$ cat src/hdl/tbma_pkg.sv
// Package for the trimmed burst moving average.
// Holds sizing constants, the window operation codes and the control structs.
// No dependencies; every other file of the block imports it.
package tbma_pkg;

  // Filter sizing
  localparam int BURST_LENGTH = 16;
  localparam int WINDOW_DEPTH = 8;
  localparam int SAMPLE_BITS  = 12;

  // Bursts of two samples or fewer keep every sample
  localparam bit TRIM_ON      = (BURST_LENGTH > 2);
  localparam int MEAN_DIVISOR = TRIM_ON ? BURST_LENGTH - 2 : BURST_LENGTH;

  // Accumulator widths, wide enough that a full burst or window never wraps
  localparam int TOTAL_BITS    = SAMPLE_BITS + $clog2(BURST_LENGTH);
  localparam int WINDOW_BITS   = SAMPLE_BITS + $clog2(WINDOW_DEPTH);
  localparam int DIVIDEND_BITS = (TOTAL_BITS > WINDOW_BITS) ? TOTAL_BITS : WINDOW_BITS;

  // Divisor widths: the burst divisor and the window fill level
  localparam int FILL_BITS    = $clog2(WINDOW_DEPTH + 1);
  localparam int MDIV_BITS    = $clog2(MEAN_DIVISOR + 1);
  localparam int DIVISOR_BITS = (FILL_BITS > MDIV_BITS) ? FILL_BITS : MDIV_BITS;

  // Counters and indexes
  localparam int SLOT_BITS    = (WINDOW_DEPTH > 1) ? $clog2(WINDOW_DEPTH) : 1;
  localparam int POS_BITS     = (BURST_LENGTH > 1) ? $clog2(BURST_LENGTH) : 1;
  localparam int ACC_CNT_BITS = $clog2(TOTAL_BITS + 1);
  localparam int DIV_CNT_BITS = $clog2(DIVIDEND_BITS);

  // Operations on the window ring
  typedef enum logic [1:0] {
    WIN_NOP  = 2'd0,
    WIN_READ = 2'd1,
    WIN_DROP = 2'd2,
    WIN_ADD  = 2'd3
  } win_op_t;

  // Control into the burst accumulator
  typedef struct packed {
    logic start;
    logic clear;
  } acc_ctl_t;

  // Status out of a serial unit
  typedef struct packed {
    logic busy;
    logic done;
  } unit_stat_t;

endpackage

$ cat src/hdl/tbma_in_if.sv
// Sample channel of the trimmed burst moving average.
// Carries valid, ready and one raw converter sample; uses tbma_pkg.
interface tbma_in_if import tbma_pkg::*; ();
  logic                   valid;
  logic                   ready;
  logic [SAMPLE_BITS-1:0] sample;

  modport source (output valid, output sample, input ready);
  modport sink   (input valid, input sample, output ready);
endinterface

$ cat src/hdl/tbma_out_if.sv
// Result channel of the trimmed burst moving average.
// Carries valid, ready and one filtered value; uses tbma_pkg.
interface tbma_out_if import tbma_pkg::*; ();
  logic                   valid;
  logic                   ready;
  logic [SAMPLE_BITS-1:0] filtered_value;

  modport source (output valid, output filtered_value, input ready);
  modport sink   (input valid, input filtered_value, output ready);
endinterface

$ cat src/hdl/tbma_burst_acc.sv
// Bit-serial burst accumulator: running total, minimum and maximum of a burst.
// One bit per cycle through shift registers, LSB first; uses tbma_pkg.
module tbma_burst_acc import tbma_pkg::*; (
  input  logic                   clk,
  input  logic                   rst_n,
  input  acc_ctl_t               ctl,
  input  logic [SAMPLE_BITS-1:0] sample,
  output unit_stat_t             stat,
  output logic [TOTAL_BITS-1:0]  total,
  output logic [SAMPLE_BITS-1:0] minimum,
  output logic [SAMPLE_BITS-1:0] maximum
);

  logic [SAMPLE_BITS-1:0]  samp_r;
  logic [TOTAL_BITS-1:0]   tot_r;
  logic [SAMPLE_BITS-1:0]  min_r;
  logic [SAMPLE_BITS-1:0]  max_r;
  logic [ACC_CNT_BITS-1:0] cnt_r;
  logic                    busy_r;
  logic                    carry_r;
  logic                    lt_r;
  logic                    gt_r;

  logic sample_phase;
  logic add_phase;
  logic finish;
  logic s_bit;
  logic sum_bit;
  logic carry_nxt;
  logic lt_nxt;
  logic gt_nxt;

  // Bit slice of the current cycle
  always_comb begin
    sample_phase = busy_r && (cnt_r < ACC_CNT_BITS'(SAMPLE_BITS));
    add_phase    = busy_r && (cnt_r < ACC_CNT_BITS'(TOTAL_BITS));
    finish       = busy_r && (cnt_r == ACC_CNT_BITS'(TOTAL_BITS));
    s_bit        = sample_phase & samp_r[0];
    sum_bit      = s_bit ^ tot_r[0] ^ carry_r;
    carry_nxt    = (s_bit & tot_r[0]) | (s_bit & carry_r) | (tot_r[0] & carry_r);
    // Compare LSB first: a higher differing bit overrides lower ones
    lt_nxt       = (~samp_r[0] & min_r[0]) | (~(samp_r[0] ^ min_r[0]) & lt_r);
    gt_nxt       = (samp_r[0] & ~max_r[0]) | (~(samp_r[0] ^ max_r[0]) & gt_r);
  end

  // Sequence the serial pass
  always_ff @(posedge clk) begin
    if (!rst_n) begin
      busy_r <= 1'b0;
      cnt_r  <= '0;
    end else if (ctl.start) begin
      busy_r <= 1'b1;
      cnt_r  <= '0;
    end else if (finish) begin
      busy_r <= 1'b0;
    end else if (busy_r) begin
      cnt_r <= cnt_r + 1'b1;
    end
  end

  // Rotate the sample and the extremes, keep the compare flags
  always_ff @(posedge clk) begin
    if (ctl.start) begin
      samp_r <= sample;
      lt_r   <= 1'b0;
      gt_r   <= 1'b0;
    end else if (sample_phase) begin
      samp_r <= {samp_r[0], samp_r[SAMPLE_BITS-1:1]};
      lt_r   <= lt_nxt;
      gt_r   <= gt_nxt;
    end
  end

  // Burst state: total, minimum, maximum
  always_ff @(posedge clk) begin
    if (!rst_n || ctl.clear) begin
      tot_r   <= '0;
      min_r   <= '1;
      max_r   <= '0;
      carry_r <= 1'b0;
    end else if (ctl.start) begin
      carry_r <= 1'b0;
    end else begin
      if (add_phase) begin
        tot_r   <= {sum_bit, tot_r[TOTAL_BITS-1:1]};
        carry_r <= carry_nxt;
      end
      if (sample_phase) begin
        min_r <= {min_r[0], min_r[SAMPLE_BITS-1:1]};
        max_r <= {max_r[0], max_r[SAMPLE_BITS-1:1]};
      end else if (finish) begin
        if (lt_r) min_r <= samp_r;
        if (gt_r) max_r <= samp_r;
      end
    end
  end

  assign stat.busy = busy_r;
  assign stat.done = finish;
  assign total     = tot_r;
  assign minimum   = min_r;
  assign maximum   = max_r;

endmodule

$ cat src/hdl/tbma_serial_div.sv
// Restoring serial divider, one quotient bit per cycle.
// Shared by the burst mean and the window average; uses tbma_pkg.
module tbma_serial_div import tbma_pkg::*; (
  input  logic                     clk,
  input  logic                     rst_n,
  input  logic                     start,
  input  logic [DIVIDEND_BITS-1:0] dividend,
  input  logic [DIVISOR_BITS-1:0]  divisor,
  output unit_stat_t               stat,
  output logic [DIVIDEND_BITS-1:0] quotient
);

  logic [DIVIDEND_BITS-1:0] q_r;
  logic [DIVISOR_BITS-1:0]  rem_r;
  logic [DIVISOR_BITS-1:0]  dvs_r;
  logic [DIV_CNT_BITS-1:0]  cnt_r;
  logic                     busy_r;
  logic                     done_r;

  logic [DIVISOR_BITS:0]    shifted;
  logic [DIVISOR_BITS+1:0]  trial;

  // Trial subtract of the divisor from the shifted remainder
  always_comb begin
    shifted = {rem_r, q_r[DIVIDEND_BITS-1]};
    trial   = {1'b0, shifted} - {2'b00, dvs_r};
  end

  // Count the steps
  always_ff @(posedge clk) begin
    if (!rst_n) begin
      busy_r <= 1'b0;
      done_r <= 1'b0;
      cnt_r  <= '0;
    end else begin
      done_r <= 1'b0;
      if (start) begin
        busy_r <= 1'b1;
        cnt_r  <= '0;
      end else if (busy_r) begin
        cnt_r <= cnt_r + 1'b1;
        if (cnt_r == DIV_CNT_BITS'(DIVIDEND_BITS - 1)) begin
          busy_r <= 1'b0;
          done_r <= 1'b1;
        end
      end
    end
  end

  // Shift the quotient in, keep or restore the remainder
  always_ff @(posedge clk) begin
    if (start) begin
      q_r   <= dividend;
      rem_r <= '0;
      dvs_r <= divisor;
    end else if (busy_r) begin
      if (!trial[DIVISOR_BITS+1]) begin
        rem_r <= trial[DIVISOR_BITS-1:0];
        q_r   <= {q_r[DIVIDEND_BITS-2:0], 1'b1};
      end else begin
        rem_r <= shifted[DIVISOR_BITS-1:0];
        q_r   <= {q_r[DIVIDEND_BITS-2:0], 1'b0};
      end
    end
  end

  assign stat.busy = busy_r;
  assign stat.done = done_r;
  assign quotient  = q_r;

endmodule

$ cat src/hdl/tbma_window.sv
// Moving-average window: ring store of burst means, running total, fill level.
// Entries past the fill level read as zero, so the store needs no clearing.
// Uses tbma_pkg.
module tbma_window import tbma_pkg::*; (
  input  logic                   clk,
  input  logic                   rst_n,
  input  win_op_t                op,
  input  logic [SAMPLE_BITS-1:0] mean,
  output logic [WINDOW_BITS-1:0] total,
  output logic [FILL_BITS-1:0]   fill
);

  logic [SAMPLE_BITS-1:0] store [WINDOW_DEPTH];
  logic [SAMPLE_BITS-1:0] old_r;
  logic [SLOT_BITS-1:0]   slot_r;
  logic [FILL_BITS-1:0]   fill_r;
  logic [WINDOW_BITS-1:0] total_r;

  logic full;

  assign full = (fill_r == FILL_BITS'(WINDOW_DEPTH));

  // Read the oldest entry, write the new mean in its place
  always_ff @(posedge clk) begin
    if (op == WIN_READ) begin
      if (full) old_r <= store[slot_r];
      else      old_r <= '0;
    end
    if (op == WIN_DROP) begin
      store[slot_r] <= mean;
    end
  end

  // Update total, slot and fill level
  always_ff @(posedge clk) begin
    if (!rst_n) begin
      slot_r  <= '0;
      fill_r  <= '0;
      total_r <= '0;
    end else begin
      unique case (op)
        WIN_NOP, WIN_READ: begin
        end
        WIN_DROP: begin
          total_r <= total_r - WINDOW_BITS'(old_r);
          if (slot_r == SLOT_BITS'(WINDOW_DEPTH - 1)) slot_r <= '0;
          else                                        slot_r <= slot_r + 1'b1;
          if (!full) fill_r <= fill_r + 1'b1;
        end
        WIN_ADD: begin
          total_r <= total_r + WINDOW_BITS'(mean);
        end
        default: begin
        end
      endcase
    end
  end

  assign total = total_r;
  assign fill  = fill_r;

endmodule

$ cat src/hdl/trimmed_burst_moving_average.sv
// Top level of the trimmed burst moving average; sequencer and output register.
// Depends on tbma_pkg, tbma_in_if, tbma_out_if, tbma_burst_acc,
// tbma_serial_div and tbma_window.
//
//   channel   dir  handshake      payload
//   in_ch     in   valid / ready  sample          (12 bits, unsigned)
//   out_ch    out  valid / ready  filtered_value  (12 bits, unsigned)
//
// For each sample the bit-serial accumulator walks the burst total one bit
// per cycle; no new sample is taken until the sequencer is idle again. The
// last sample of a burst adds two passes through the serial divider and the
// window update.
// Synchronous active-low reset clears the burst and the window at once.
// A stalled result waits in the output register while new samples are taken;
// the next burst end holds until that result is taken.
module trimmed_burst_moving_average import tbma_pkg::*; (
  input logic        clk,
  input logic        rst_n,
  tbma_in_if.sink    in_ch,
  tbma_out_if.source out_ch
);

  typedef enum logic [11:0] {
    ST_IDLE      = 12'b0000_0000_0001,
    ST_ACC       = 12'b0000_0000_0010,
    ST_TRIM_MIN  = 12'b0000_0000_0100,
    ST_TRIM_MAX  = 12'b0000_0000_1000,
    ST_MEAN_GO   = 12'b0000_0001_0000,
    ST_MEAN_WAIT = 12'b0000_0010_0000,
    ST_WIN_READ  = 12'b0000_0100_0000,
    ST_WIN_DROP  = 12'b0000_1000_0000,
    ST_WIN_ADD   = 12'b0001_0000_0000,
    ST_AVG_GO    = 12'b0010_0000_0000,
    ST_AVG_WAIT  = 12'b0100_0000_0000,
    ST_OUT       = 12'b1000_0000_0000
  } state_t;

  state_t                 state_r;
  state_t                 state_nxt;
  logic [POS_BITS-1:0]    pos_r;
  logic [TOTAL_BITS-1:0]  trim_r;
  logic [SAMPLE_BITS-1:0] mean_r;
  logic                   out_valid_r;
  logic [SAMPLE_BITS-1:0] out_value_r;

  logic                     accept;
  logic                     burst_last;
  logic                     out_free;
  acc_ctl_t                 acc_ctl;
  unit_stat_t               acc_stat;
  unit_stat_t               div_stat;
  logic [TOTAL_BITS-1:0]    acc_total;
  logic [SAMPLE_BITS-1:0]   acc_min;
  logic [SAMPLE_BITS-1:0]   acc_max;
  logic                     div_start;
  logic [DIVIDEND_BITS-1:0] div_dividend;
  logic [DIVISOR_BITS-1:0]  div_divisor;
  logic [DIVIDEND_BITS-1:0] div_quotient;
  win_op_t                  win_op;
  logic [WINDOW_BITS-1:0]   win_total;
  logic [FILL_BITS-1:0]     win_fill;

  // Handshakes
  assign in_ch.ready = (state_r == ST_IDLE);
  assign accept      = in_ch.valid && in_ch.ready;
  assign out_free    = !out_valid_r || out_ch.ready;
  assign burst_last  = (pos_r == POS_BITS'(BURST_LENGTH - 1));

  // Drive the serial units
  always_comb begin
    acc_ctl.start = accept;
    acc_ctl.clear = (state_r == ST_TRIM_MAX);
    div_start     = (state_r == ST_MEAN_GO) || (state_r == ST_AVG_GO);
    if (state_r == ST_MEAN_GO) begin
      div_dividend = DIVIDEND_BITS'(trim_r);
      div_divisor  = DIVISOR_BITS'(MEAN_DIVISOR);
    end else begin
      div_dividend = DIVIDEND_BITS'(win_total);
      div_divisor  = DIVISOR_BITS'(win_fill);
    end
    unique case (state_r)
      ST_WIN_READ: win_op = WIN_READ;
      ST_WIN_DROP: win_op = WIN_DROP;
      ST_WIN_ADD:  win_op = WIN_ADD;
      default:     win_op = WIN_NOP;
    endcase
  end

  // Next state
  always_comb begin
    state_nxt = state_r;
    unique case (state_r)
      ST_IDLE:      if (accept) state_nxt = ST_ACC;
      ST_ACC: begin
        if (acc_stat.done) state_nxt = burst_last ? ST_TRIM_MIN : ST_IDLE;
      end
      ST_TRIM_MIN:  state_nxt = ST_TRIM_MAX;
      ST_TRIM_MAX:  state_nxt = ST_MEAN_GO;
      ST_MEAN_GO:   state_nxt = ST_MEAN_WAIT;
      ST_MEAN_WAIT: if (div_stat.done) state_nxt = ST_WIN_READ;
      ST_WIN_READ:  state_nxt = ST_WIN_DROP;
      ST_WIN_DROP:  state_nxt = ST_WIN_ADD;
      ST_WIN_ADD:   state_nxt = ST_AVG_GO;
      ST_AVG_GO:    state_nxt = ST_AVG_WAIT;
      ST_AVG_WAIT:  if (div_stat.done) state_nxt = ST_OUT;
      ST_OUT:       if (out_free) state_nxt = ST_IDLE;
      default:      state_nxt = ST_IDLE;
    endcase
  end

  // Advance the state and the burst position
  always_ff @(posedge clk) begin
    if (!rst_n) begin
      state_r <= ST_IDLE;
      pos_r   <= '0;
    end else begin
      state_r <= state_nxt;
      if (state_r == ST_ACC && acc_stat.done) begin
        if (burst_last) pos_r <= '0;
        else            pos_r <= pos_r + 1'b1;
      end
    end
  end

  // Drop one minimum and one maximum when TRIM_ON, hold the burst mean
  always_ff @(posedge clk) begin
    if (state_r == ST_TRIM_MIN) begin
      if (TRIM_ON) trim_r <= acc_total - TOTAL_BITS'(acc_min);
      else         trim_r <= acc_total;
    end
    if (state_r == ST_TRIM_MAX && TRIM_ON) begin
      trim_r <= trim_r - TOTAL_BITS'(acc_max);
    end
    if (state_r == ST_MEAN_WAIT && div_stat.done) begin
      mean_r <= div_quotient[SAMPLE_BITS-1:0];
    end
  end

  // Output register
  always_ff @(posedge clk) begin
    if (!rst_n) begin
      out_valid_r <= 1'b0;
    end else if (state_r == ST_OUT && out_free) begin
      out_valid_r <= 1'b1;
    end else if (out_ch.ready) begin
      out_valid_r <= 1'b0;
    end
  end

  always_ff @(posedge clk) begin
    if (state_r == ST_OUT && out_free) begin
      out_value_r <= div_quotient[SAMPLE_BITS-1:0];
    end
  end

  assign out_ch.valid          = out_valid_r;
  assign out_ch.filtered_value = out_value_r;

  tbma_burst_acc u_acc (
    .clk     (clk),
    .rst_n   (rst_n),
    .ctl     (acc_ctl),
    .sample  (in_ch.sample),
    .stat    (acc_stat),
    .total   (acc_total),
    .minimum (acc_min),
    .maximum (acc_max)
  );

  tbma_serial_div u_div (
    .clk      (clk),
    .rst_n    (rst_n),
    .start    (div_start),
    .dividend (div_dividend),
    .divisor  (div_divisor),
    .stat     (div_stat),
    .quotient (div_quotient)
  );

  tbma_window u_win (
    .clk   (clk),
    .rst_n (rst_n),
    .op    (win_op),
    .mean  (mean_r),
    .total (win_total),
    .fill  (win_fill)
  );

endmodule

$ cat src/flat_wrapper.sv
// flat-port wrapper written by rule: the top's interface ports become plain ports
module trimmed_burst_moving_average_flat import tbma_pkg::*;
  (clk, rst_n, in_ch_valid, in_ch_sample, in_ch_ready, out_ch_valid, out_ch_filtered_value, out_ch_ready);
  tbma_in_if in_ch_i ();
  tbma_out_if out_ch_i ();
  input logic clk;
  input logic rst_n;
  input wire logic [$bits(in_ch_i.valid)-1:0] in_ch_valid;
  input wire logic [$bits(in_ch_i.sample)-1:0] in_ch_sample;
  output wire logic [$bits(in_ch_i.ready)-1:0] in_ch_ready;
  output wire logic [$bits(out_ch_i.valid)-1:0] out_ch_valid;
  output wire logic [$bits(out_ch_i.filtered_value)-1:0] out_ch_filtered_value;
  input wire logic [$bits(out_ch_i.ready)-1:0] out_ch_ready;
  assign in_ch_i.valid = in_ch_valid;
  assign in_ch_i.sample = in_ch_sample;
  assign in_ch_ready = in_ch_i.ready;
  assign out_ch_valid = out_ch_i.valid;
  assign out_ch_filtered_value = out_ch_i.filtered_value;
  assign out_ch_i.ready = out_ch_ready;
  trimmed_burst_moving_average u_core (.clk(clk), .rst_n(rst_n), .in_ch(in_ch_i), .out_ch(out_ch_i));
endmodule
$ cat config.mk
export PLATFORM = sky130hd
export DESIGN_NAME = trimmed_burst_moving_average_flat
export DESIGN_NICKNAME = d
export VERILOG_FILES = /design/src/hdl/tbma_pkg.sv /design/src/hdl/tbma_in_if.sv /design/src/hdl/tbma_out_if.sv /design/src/hdl/tbma_burst_acc.sv /design/src/hdl/tbma_serial_div.sv /design/src/hdl/tbma_window.sv /design/src/hdl/trimmed_burst_moving_average.sv /design/src/flat_wrapper.sv
export SDC_FILE = /design/constraint.sdc
export NUM_CORES = 1
export LEC_CHECK = 0
export ABC_CLOCK_PERIOD_IN_PS = 6190
export BUFFER_PORTS_ARGS = -buffer_cell sky130_fd_sc_hd__clkbuf_2
export CELL_PAD_IN_SITES_DETAIL_PLACEMENT = 2
export CELL_PAD_IN_SITES_GLOBAL_PLACEMENT = 2
export CORE_ASPECT_RATIO = 0.6
export CORE_MARGIN = 2
export CORE_UTILIZATION = 46
export DETAILED_ROUTE_END_ITERATION = 12
export PLACE_DENSITY = 0.88
export SETUP_SLACK_MARGIN = 0.05
export SYNTH_ARGS = -nofsm -noshare
export SYNTH_HDL_FRONTEND = slang
export SYNTH_SLANG_ARGS = --single-unit
$ cat constraint.sdc
create_clock -name clk -period 6.19 [get_ports clk]
set_input_delay 1.238 -clock clk [delete_from_list [all_inputs] [get_ports clk]]
set_output_delay 1.238 -clock clk [all_outputs]
set_load 0.005 [all_outputs]
Word level (Yosys, flattened, before mapping)
Memories as Yosys holds them, arrays and structs flattened. A register that Yosys moved wholly into a read port is not among the register bits.
Cells that the tools add are included.
{ "totals": {"n_memories": 1, "output_inout_bits": 14, "input_bits": 16, "ram_bits": 96, "register_bits": 170, "wordCells": 155} }
{ "memory_table": {"columns": ["memory", "depth", "width", "rd", "rd_clocked_by_memory_dff", "wr", "line_no", "rtl"], "rows": [
  ["u_core.u_win.store", 8, 12, 1, 1, 1, "tbma_window.sv:13", "logic [SAMPLE_BITS-1:0] store [WINDOW_DEPTH];"]
]} }
{ "op_classes": {"n_reduce_logical": 32, "addsub": 10, "magnitude_cmp": 2, "bitwise": 25, "n_eq_ne": 25, "mux": 36} }
{ "ops": {"columns": ["cell", "count"], "rows": [
  ["12-bit 2-to-1 mux", 13],
  ["12-bit one-hot mux with 12 select lines", 1],
  ["16-bit 2-to-1 mux", 5],
  ["16-bit by 12-bit subtractor with 16-bit output", 2],
  ["15-bit one-hot mux with 2 select lines", 1],
  ["2-bit nonzero test", 9],
  ["15-bit by 12-bit adder with 15-bit output", 1],
  ["15-bit by 12-bit subtractor with 15-bit output", 1],
  ["4-bit by 1-bit adder with 4-bit output (second input constant)", 3],
  ["12-bit by 1-bit == test with 1-bit output (second input constant)", 1],
  ["12-bit by 10-bit == test with 1-bit output (second input constant)", 1],
  ["12-bit by 11-bit == test with 1-bit output (second input constant)", 1],
  ["12-bit == test (second input constant)", 1],
  ["12-bit by 2-bit == test with 1-bit output (second input constant)", 1],
  ["12-bit by 3-bit == test with 1-bit output (second input constant)", 1],
  ["12-bit by 4-bit == test with 1-bit output (second input constant)", 1],
  ["12-bit by 5-bit == test with 1-bit output (second input constant)", 1],
  ["12-bit by 6-bit == test with 1-bit output (second input constant)", 1],
  ["12-bit by 7-bit == test with 1-bit output (second input constant)", 1],
  ["12-bit by 8-bit == test with 1-bit output (second input constant)", 1],
  ["12-bit by 9-bit == test with 1-bit output (second input constant)", 1],
  ["4-bit == test (second input constant)", 3],
  ["1-bit 2-to-1 mux", 11],
  ["1-bit inverter", 9],
  ["other kinds (25)", 59]
]} }

Logic depth before layout (Yosys ltp)
Gate-level depths: netlist (run 1).
{ "depth": {"word_depth": 6, "ltp_mapped": 15, "mapped_depth_nobuf": 15} }

By module
A second synthesis (run 1) with hierarchy kept.
{ "unflattened": {"cells_unflattened": 1280, "hier_area_um2": 14233.7} }
{ "by_module_without_submodules": {"columns": ["mod", "area_each_um2", "cells_per_inst", "seq_area_each_um2", "instances"], "rows": [
  ["tbma_window", 6214.7, 480, 3683.5, 1],
  ["trimmed_burst_moving_average", 3981.3, 406, 1541.5, 1],
  ["tbma_burst_acc", 2642.5, 289, 1341.3, 1],
  ["tbma_serial_div", 1395.1, 105, 800.8, 1]
]} }

Least setup slack after synthesis (run 1)
Ideal clock, no wire load.
{ "synth_timing": {"path_type": "reg-to-reg", "startpoint": "reg u_core.state_r[0]", "endpoint": "reg u_core.u_win.total_r[11], in the netlist u_core.u_win.total[11]", "arrival_ns": 3.628, "t_required_ns": 6.111, "setup_time_ns": 0.079, "period_less_slack_ns": 3.707, "n_path_buf": 1, "slack_ns": 2.483, "stages_incl_launch_ff": 15, "cell_sequence": "dfxtp_1 -> or4_4 -> nor4b_4 -> nand3_1 -> clkbuf_1 -> nor2_1 -> a21oi_1 -> ha_1 -> and2_1 -> a31o_2 -> a311oi_1 -> o21ai_0 -> o41ai_1 -> nand4_1 -> o211ai_1"} }
{ "synth_between": {"elab_chain_len": 4, "elab_cells_between_ends": 8, "cone_classes": "5 x eq/ne; 2 x mux; 1 x reduce/logical"} }
{ "synth_lines": {"columns": ["element", "line_no", "rtl"], "rows": [
  ["from (decl)", "trimmed_burst_moving_average.sv:38", "state_t state_r;"],
  ["from (signal assigned)", "trimmed_burst_moving_average.sv:117", "state_r <= state_nxt;"],
  ["12-bit by 9-bit == test with 1-bit output (tied with other cells)", "trimmed_burst_moving_average.sv:81", "unique case (state_r)"],
  ["2-bit one-hot mux with 3 select lines (*)", "trimmed_burst_moving_average.sv:81", null],
  ["2-bit == test", "tbma_window.sv:41", "unique case (op)"],
  ["15-bit one-hot mux with 2 select lines or 2-bit nonzero test (tied branches)", null, null],
  ["to (signal assigned)", "tbma_window.sv:45", "total_r <= total_r - WINDOW_BITS'(old_r);"],
  ["to (signal assigned)", "tbma_window.sv:51", "total_r <= total_r + WINDOW_BITS'(mean);"],
  ["to (decl)", "tbma_window.sv:17", "logic [WINDOW_BITS-1:0] total_r;"]
]} }
Mark *: on every way between the ends. The rest lies on a longest branch, timed or not.
A chain may end at the register's enable or synchronous reset.

Worst setup path in the final report (run 1)
{ "layout_timing": {"startpoint": "reg u_core.state_r[1]", "endpoint": "reg u_core.u_win.total_r[11], in the netlist u_core.u_win.total[11]"} }
The elaborated chain is that of the path after synthesis.

==> results of run 1 <==
-- critical path, delay by kind of cell (launching register included) --
family,cells,cell delay (ns)
AO/OA/AOI/OAI,6,2.24
flip-flops,1,0.40
AND/OR/NAND/NOR,6,2.53
adder cells (fa/ha/maj),1,0.44
-- per-layer routing --
metal | GRT usage, % | up-vias
met2 | 56.81 | 561
li1 | - | 4615
met1 | 45.31 | 5750
met3 | 6.634 | 173
met5 | 0 | -
met4 | 16.15 | 2
-- final cells by class --
type | instances | area [sq um] | share of cell area (%)
flip-flops and latches | 278 | 7367 | 49.50
multi-input cells | 876 | 5725 | 38.47
clock buffers | 37 | 723.2 | 4.860
well taps | 375 | 469.2 | 3.153
repair buffers | 48 | 287.8 | 1.934
inverters | 53 | 198.9 | 1.337
clock inverters | 12 | 107.6 | 0.7231
diodes | 1 | 2.502 | 0.01682
-- cells by family after synthesis --
group / Yosys count / share of synthesized area [%]
AOI/OAI and AO/OA: 263 / 12.18
muxes: 47 / 4.516
buffers and inverters: 106 / 3.104
and+or+nand+nor: 455 / 16.36
DFF: 278 / 54.72
adders and majority gates: 58 / 5.669
xor gates and xnor gates: 53 / 3.448
-- cell usage in the layout (no fill, tap or decap), types with 9 or more instances in the layout --
master,n
nand2_1,180
edfxtp_1,180
nor2_1,103
dfxtp_1,98
a21oi_1,97
inv_1,53
ha_1,53
o21ai_0,47
xnor2_1,29
clkbuf_2,29
mux2i_1,27
clkbuf_16,27
xor2_1,24
nand3_1,22
a22oi_1,21
nor3_1,20
a211oi_1,19
buf_4,19
o211ai_1,16
nor2b_1,15
nand2b_1,15
and2_1,15
or3_1,13
o21a_1,12
mux2_2,10
mux4_2,10
nor4_1,10
clkbuf_1,9
-- where the power goes --
part           switching (mW)  internal, mW  total, mW
registers              0.0572          2.02       2.07
clock network           0.773         0.900       1.67
logic                   0.296         0.141      0.438
total                    1.13          3.06       4.18
-- sequential cells by signal, indices dropped and copies added (netlist names), 15 cells and up --
signal / count
u_core.u_div.quotient: 16
u_core.u_win.total: 15
u_core.u_acc.total: 16
u_core.u_win.store: 96
u_core.trim_r: 16
-- how the worst max path moves through the flow --
stage	start	to	slack [ns]	cells past startpoint
detailed placement	u_core.state_r[1]	u_core.u_win.total[11]	0.61	13
global route	u_core.state_r[1]	u_core.u_win.total[11]	0.41	13
floorplan	u_core.state_r[0]	u_core.u_win.total[11]	2.48	14
finish	u_core.state_r[1]	u_core.u_win.total[11]	0.47	13
CTS	u_core.state_r[1]	u_core.u_win.total[11]	0.21	12
global placement	u_core.state_r[0]	u_core.u_win.total[14]	1.52	14
==> results.yml, run 1 <==
timing:
  hold_violations: 0
  maxSlewHeadroom_pct: 6.632
  max_freq_mhz: 174.8
  finClkSkew_ns: 0.01584
  fin_crit_sh_pct: 92.44
  fin_ws_ns: 0.4682
  setup_viol: 0
  drv_slew: 0
  worst_pin_slew_ns: 1.395
  fin_worst_hold_slack_ns: 0.4831
  final.setup.tns_ns: 0
  post-route-min-period_ns: 5.722
  grt_setup_unrepaired: "no"
logic_synthesis:
  syn_nets: 1334
  async_reset_ff_share_pct: 0
  synth_edf_count: 180
  synth.largest_area_cell: "edfxtp_1"
  synth_top_cell_area_share_pct: 40.14
  synth_cell_types: 74
  synthTopCellsByArea: "edfxtp_1 (40%), dfxtp_1 (15%), nand2_1 (5.0%)"
  postSynthAreaPerCell_sq_um: 10.69
  synthFlopType: "edfxtp_1"
  seq_area_frac_synth_pct: 54.72
  synth_cells: 1260
  ys_warn_count: 0
  ys_ff_latch: 278
  synth_common_cells: "edfxtp_1 (180), nand2_1 (180), nor2_1 (104), a21oi_1 (98), dfxtp_1 (98)"
  synth.cell_area_sq_um: 13460
setup_path:
  worst_path_max_delay_cell: "o41ai_1"
  arrival_ns: 6.20
  critical_path.cell_chain: "or4_4, nor4b_4, nand3_2, nor2_1, a21oi_1, ha_1, and2_1, a31o_2, a311oi_1, o21ai_0, o41ai_1, nand4_1, o211ai_1"
  worstSetupStartpointType: "flop"
  critPathKind: "flop to flop"
  reg2reg_slack_ns: 0.47
  r2r-end: "u_core.u_win.total[11]"
  rr_startpoint: "u_core.state_r[1]"
  reg2reg_depth: 13
  end_kind: "flop"
  crit_required_ns: 6.66
  crit_path_max_fanout: 25
  max_stage_delay_ns: 0.71
cts:
  clkSinkCount: 278
  post_cts_buffers: 0
  cts_tree: "done"
  htreeDepth: 1
  numCtsBuffers: 27
  cts-resized-gates: 0
  clockRootBuffer: "clkbuf_16"
  hold_buffers: 0
  cts.path.max_buffers: 3
  clk_latency_ns: 0.57
  cts.reportedPaths.clkPinSlew_ns: 0.07
power:
  p_total_mw: 4.184
  p_leak_nw: 5.462
  power.density_nw_per_um2: 281.1
  ir_worst_vdd_mv: 0.1757
global_route:
  grt_pass1_wl_um: 78710
  grt_max_degree: 42
  grt.total_usage_pct: 34.80
  grt_pass1_vias: 12090
  grt_overflow: 0
  antenna_found_initial: 1
placement:
  place_ws_ns: 0.6064
  gp_congestion: 0.8456
  io_buffers: 29
  dpl.hpwl_um: 34460
  postPlaceCellArea_sq_um: 14040
  placed_cells: 1630
final_layout:
  final_area_sq_um: 14880
  nets: 1358
  num-fill-cells: 2819
  fin_util_pct: 51.73
  layout-drive-gt1-share_pct: 10.05
  final_cells: 1680
  syn_to_final_growth_pct: 10.53
die:
  rows: 48
  core_sq_um: 28770
  ioPinCount: 30
  dieWidth_um: 224.9
  dieArea_sq_um: 30700
  die_h_um: 136.5
  initial_core_util_pct: 46.80
min_path:
  worstHoldStart: "u_core.u_acc.total[10]"
  hold_path.class: "flop to flop"
  whs_path_depth: 2
  whs_endpoint: "u_core.u_acc.total[9]"
drt:
  dr.first_iter.drc_count: 1164
  wire_per_inst_um: 31.22
  drt-met1-wl_um: 21810
  routed_wirelength_um: 52440
  ant_nets: 0
  drc: 0
  routed.top_layer: "met5"
  num_vias: 11100
  first_pass_iters: 5
  vias_per_cell: 6.608
  met3_length_um: 3605
  wl_met2_um: 24510
run:
  max_cap_viol_count: 0
outcome:
  status: "complete, no violations"
(Power assumes the default switching activity.)
==> run 2, diff against run 1 <==
--- a/config.mk
+++ b/config.mk
@@ -5,15 +5,15 @@
 export SDC_FILE = /design/constraint.sdc
 export NUM_CORES = 1
 export LEC_CHECK = 0
-export ABC_CLOCK_PERIOD_IN_PS = 6190
+export ABC_CLOCK_PERIOD_IN_PS = 5200
 export BUFFER_PORTS_ARGS = -buffer_cell sky130_fd_sc_hd__clkbuf_2
 export CELL_PAD_IN_SITES_DETAIL_PLACEMENT = 2
 export CELL_PAD_IN_SITES_GLOBAL_PLACEMENT = 2
 export CORE_ASPECT_RATIO = 0.6
 export CORE_MARGIN = 2
-export CORE_UTILIZATION = 46
+export CORE_UTILIZATION = 38
 export DETAILED_ROUTE_END_ITERATION = 12
-export PLACE_DENSITY = 0.88
+export PLACE_DENSITY = 0.78
 export SETUP_SLACK_MARGIN = 0.05
 export SYNTH_ARGS = -nofsm -noshare
 export SYNTH_HDL_FRONTEND = slang
==> constraint.sdc (replaced) <==
create_clock -name clk -period 5.2 [get_ports clk]
set_input_delay 1.04 -clock clk [delete_from_list [all_inputs] [get_ports clk]]
set_output_delay 1.04 -clock clk [all_outputs]
set_load 0.005 [all_outputs]
==> results.yml, run 2 (synthesis gave the netlist of run 1 again) <==
outcome:
  status: "complete, no violations"
die:
  ioPinCount: 30
  dieArea_sq_um: 37000
  initial_core_util_pct: 38.53
  die_h_um: 149.8
  rows: 53
  core_sq_um: 34950
  dieWidth_um: 247.0
placement:
  io_buffers: 29
  dpl.hpwl_um: 30060
  postPlaceCellArea_sq_um: 14170
  gp_congestion: 0.8372
timing:
  fin_worst_hold_slack_ns: 0.4783
  drv_slew: 0
  post-route-min-period_ns: 4.492
  finClkSkew_ns: 0.01180
  final.setup.tns_ns: 0
  maxSlewHeadroom_pct: 28.13
  worst_pin_slew_ns: 1.074
  hold_violations: 0
  max_freq_mhz: 222.6
  setup_viol: 0
  fin_crit_sh_pct: 86.39
  grt_setup_unrepaired: "no"
cts:
  post_cts_buffers: 0
  cts-resized-gates: 0
  cts.reportedPaths.clkPinSlew_ns: 0.06
  clockRootBuffer: "clkbuf_16"
  hold_buffers: 0
  htreeDepth: 1
  clk_latency_ns: 0.56
  cts.path.max_buffers: 3
  numCtsBuffers: 29
  cts_tree: "done"
  clkSinkCount: 278
final_layout:
  nets: 1362
  n_antenna_cell: 0
  final_area_sq_um: 15040
  fin_util_pct: 43.04
  largest_reg_flops: 96
  layout_common_cells: "nand2_1 (180), edfxtp_1 (180), nor2_1 (103), dfxtp_1 (98), a21oi_1 (97)"
  top_register: "u_core.u_win.store"
  layout-drive-gt1-share_pct: 10.16
  syn_to_final_growth_pct: 11.72
min_path:
  whs_path_depth: 2
  whs_endpoint: "u_core.u_acc.total[9]"
  hold_path.class: "flop to flop"
  worstHoldStart: "u_core.u_acc.total[9]"
power:
  ir_worst_vdd_mv: 0.2398
  p_total_mw: 4.903
  power.density_nw_per_um2: 326.0
  p_leak_nw: 5.492
drt:
  num_vias: 10070
  routed_wirelength_um: 41640
  wire_per_inst_um: 23.44
  drc: 0
  first_pass_iters: 5
  vias_per_cell: 5.672
  ant_nets: 0
  dr.first_iter.drc_count: 677
setup_path:
  crit_required_ns: 5.61
  critPathKind: "flop to flop"
  r2r-end: "u_core.u_win.total[10]"
  end_kind: "flop"
  reg2reg_slack_ns: 0.71
  reg2reg_depth: 14
  rr_startpoint: "u_core.state_r[0]"
  crit_path_max_fanout: 25
  arrival_ns: 4.91
  worstSetupStartpointType: "flop"
global_route:
  grt.total_usage_pct: 22.99
  grt_overflow: 0
  antenna_found_initial: 0
  grt_pass1_wl_um: 65140
  grt_max_degree: 38
  grt_pass1_vias: 10870
run:
  max_cap_viol_count: 0
## run 2: cell types whose count changed in the layout (fill, tap and decap cells not counted), sizes merged
cell,before,now
bufinv,2,1
clkbuf,66,68
diode,1,0
buf,19,21
clkinv,9,11
clkinvlp,1,0
inv,53,54
## run 2: critical path, stage by stage (launching register included)
cell and delay (ns):
dfxtp_1 0.36, or4_4 0.62, nor4b_4 0.38, nand3_1 0.15
buf_4 0.25, nor2_1 0.12, a21oi_1 0.06, ha_1 0.37
and2_1 0.22, o21ai_0 0.30, nand3b_1 0.20, o31ai_1 0.67
o21bai_1 0.20, xnor2_1 0.26, o21ai_0 0.16
## run 2: worst max path at each step
stage,startpoint,endpoint
after CTS,u_core.state_r[0],u_core.u_win.total[10]
after floorplan,u_core.state_r[0],u_core.u_win.total[11]
after global routing,u_core.state_r[0],u_core.u_win.total[14]
after global placement,u_core.state_r[0],u_core.u_win.total[14]
after detailed placement,u_core.state_r[0],u_core.u_win.total[10]
final,u_core.state_r[0],u_core.u_win.total[10]
## run 2: area by class of cell
| cell class | instances | area [sq um] |
|---|---|---|
| clock buffer | 39 | 783.3 |
| inverter | 53 | 198.9 |
| clock inverter | 13 | 85.08 |
| fill | 3567 | 19910 |
| sequential | 278 | 7367 |
| tap | 467 | 584.3 |
| multi-input combinational | 876 | 5720 |
| timing repair buffer | 50 | 302.8 |
## run 2: where the power goes
part	internal (mW)	switching, mW
registers	2.40	0.0528
logic	0.165	0.285
clock network	1.10	0.901
total	3.66	1.24
## run 2: layer usage
| layer | up-vias | global-route usage, % | part of all wire, % |
|---|---|---|---|
| met5 | - | 0 | 0 |
| met4 | 0 | 5.000 | 1.9 |
| met3 | 53 | 3.174 | 3.7 |
| met2 | 192 | 35.83 | 45 |
| met1 | 5216 | 34.02 | 50 |
| li1 | 4612 | - | - |
## run 2: through the flow
stage	setup WS, ns	std cells
6_report	0.7079	1776
5_1_grt	0.4173	1776
4_1_cts	0.7534	1776
3_5_place_dp	0.7951	1724
3_3_place_gp	1.063	1724
2_1_floorplan	1.493	1260
==> run 3, diff against run 2 <==
--- a/config.mk
+++ b/config.mk
@@ -10,7 +10,7 @@
 export CELL_PAD_IN_SITES_DETAIL_PLACEMENT = 2
 export CELL_PAD_IN_SITES_GLOBAL_PLACEMENT = 2
 export CORE_ASPECT_RATIO = 0.6
-export CORE_MARGIN = 2
+export CORE_MARGIN = 5
 export CORE_UTILIZATION = 38
 export DETAILED_ROUTE_END_ITERATION = 12
 export PLACE_DENSITY = 0.78
==> results.yml, run 3 (synthesis gave the netlist of run 1 again) <==
final_layout:
  syn_to_final_growth_pct: 12.96
  multiInputGateArea_sq_um: 5720
  largest_reg_flops: 96
  nets: 1362
  final_cells: 1777
  final-seq-area_sq_um: 7367
  top_register: "u_core.u_win.store"
  n_antenna_cell: 0
  num-fill-cells: 3625
  layout_common_cells: "nand2_1 (180), edfxtp_1 (180), nor2_1 (103), dfxtp_1 (98), a21oi_1 (97)"
  layout-drive-gt1-share_pct: 10.76
cts:
  clk_latency_ns: 0.57
  cts.reportedPaths.clkPinSlew_ns: 0.07
  cts-resized-gates: 0
  cts_tree: "done"
  numCtsBuffers: 29
  hold_buffers: 0
  cts.path.max_buffers: 3
  htreeDepth: 1
  clkSinkCount: 278
  post_cts_buffers: 0
  clockRootBuffer: "clkbuf_16"
drt:
  num_vias: 10090
  dr.first_iter.drc_count: 773
  ant_nets: 0
  routed_wirelength_um: 42000
  wire_per_inst_um: 23.63
  first_pass_iters: 4
  drc: 0
  vias_per_cell: 5.678
power:
  p_leak_nw: 5.565
  p_int_mw: 3.955
  p_switching_mw: 1.262
  pwr-share-comb_pct: 8.7
  power.density_nw_per_um2: 343.0
  pwr-share-clk_pct: 44.3
  ir_worst_vdd_mv: 0.2140
  swShare_pct: 24.19
  pwr-share-seq_pct: 47.0
timing:
  drv_slew: 0
  hold_violations: 0
  fin_crit_sh_pct: 86.94
  post-route-min-period_ns: 4.521
  final.setup.tns_ns: 0
  maxSlewHeadroom_pct: 22.08
  finClkSkew_ns: 0.01776
  fin_worst_hold_slack_ns: 0.4832
  setup_viol: 0
  max_freq_mhz: 221.2
  grt_setup_unrepaired: "no"
  worst_pin_slew_ns: 1.164
setup_path:
  crit_path_max_fanout: 25
  reg2reg_depth: 15
  arrival_ns: 5.00
  end_kind: "flop"
  crit_required_ns: 5.68
  worstSetupStartpointType: "flop"
  critPathKind: "flop to flop"
global_route:
  grt_overflow: 0
  grt_max_degree: 42
  grt_pass1_vias: 11050
  antenna_found_initial: 0
  grt.total_usage_pct: 21.16
  grt_pass1_wl_um: 65860
outcome:
  status: "complete, no violations"
die:
  dieArea_sq_um: 39420
  ioPinCount: 30
  rows: 53
  initial_core_util_pct: 38.45
  core_sq_um: 35010
  dieWidth_um: 253.0
  die_h_um: 155.8
placement:
  placed_cells: 1724
  gp_congestion: 0.8200
  dpl.hpwl_um: 29960
  io_buffers: 29
min_path:
  hold_path.class: "flop to flop"
  whs_path_depth: 2
run:
  max_cap_viol_count: 0
## run 3: changes by cell type in the layout (fill, tap and decap cells not counted)
cell and delta:
clkinvlp_4 +3, bufinv_16 +6, clkbuf_1 -7, inv_6 -1
## run 3: power by group through the flow
| stage | Sequential, mW | Combinational, mW | Clock, mW |
|---|---|---|---|
| after floorplan | 2.48 | 0.329 | 0 |
| after global placement | 2.50 | 0.417 | 0 |
| after detailed placement | 2.50 | 0.449 | 0 |
| after CTS | 2.45 | 0.456 | 2.35 |
| after global routing | 2.46 | 0.512 | 2.44 |
| final | 2.45 | 0.453 | 2.31 |
## run 3: layer usage
layer	share of wire (%)	GRT usage [%]	vias to the layer above
li1	-	-	4630
met1	49	31.62	5209
met2	45	33.40	198
met3	4.3	2.816	52
met4	1.8	4.059	0
met5	0	0	-
## run 3: critical path, stage by stage (launching register included)
cell and delay [ns]:
dfxtp_1 0.37, or4_4 0.59, nor4b_4 0.41, nand3_1 0.13
buf_4 0.25, mux2_2 0.30, ha_1 0.20, inv_1 0.07
fa_1 0.23, nor2b_1 0.09, o2111ai_1 0.23, nand3b_1 0.20
o31ai_1 0.70, o221ai_1 0.29, xnor2_1 0.18, o21ai_0 0.20
## run 3: cell type report
type | instances | area share (%)
sequential | 278 | 48.44
multi-input combinational | 876 | 37.61
clock buffer | 32 | 4.977
tap | 467 | 3.842
timing repair buffer | 50 | 1.991
clock inverter | 21 | 1.834
inverter | 53 | 1.308
## run 3: final timing paths
kind	start	end	slack, ns
hold / removal	u_core.u_acc.total[5]	u_core.u_acc.total[4]	0.48
setup / recovery	u_core.state_r[1]	u_core.u_win.total[12]	0.68
setup reg to reg	u_core.state_r[1]	u_core.u_win.total[12]	0.68
hold reg to reg	u_core.u_acc.total[5]	u_core.u_acc.total[4]	0.48
## run 3: stage by stage
stage	power, mW	instance area (sq um)	util [%]	worst slack [ns]
floorplan	2.806	13460	-	1.493
global placement	2.915	14170	40.48	1.087
detailed placement	2.949	14170	40.48	0.8675
CTS	5.264	15210	43.44	0.7350
global route	5.417	15210	43.44	0.4020
finish	5.217	15210	43.44	0.6794
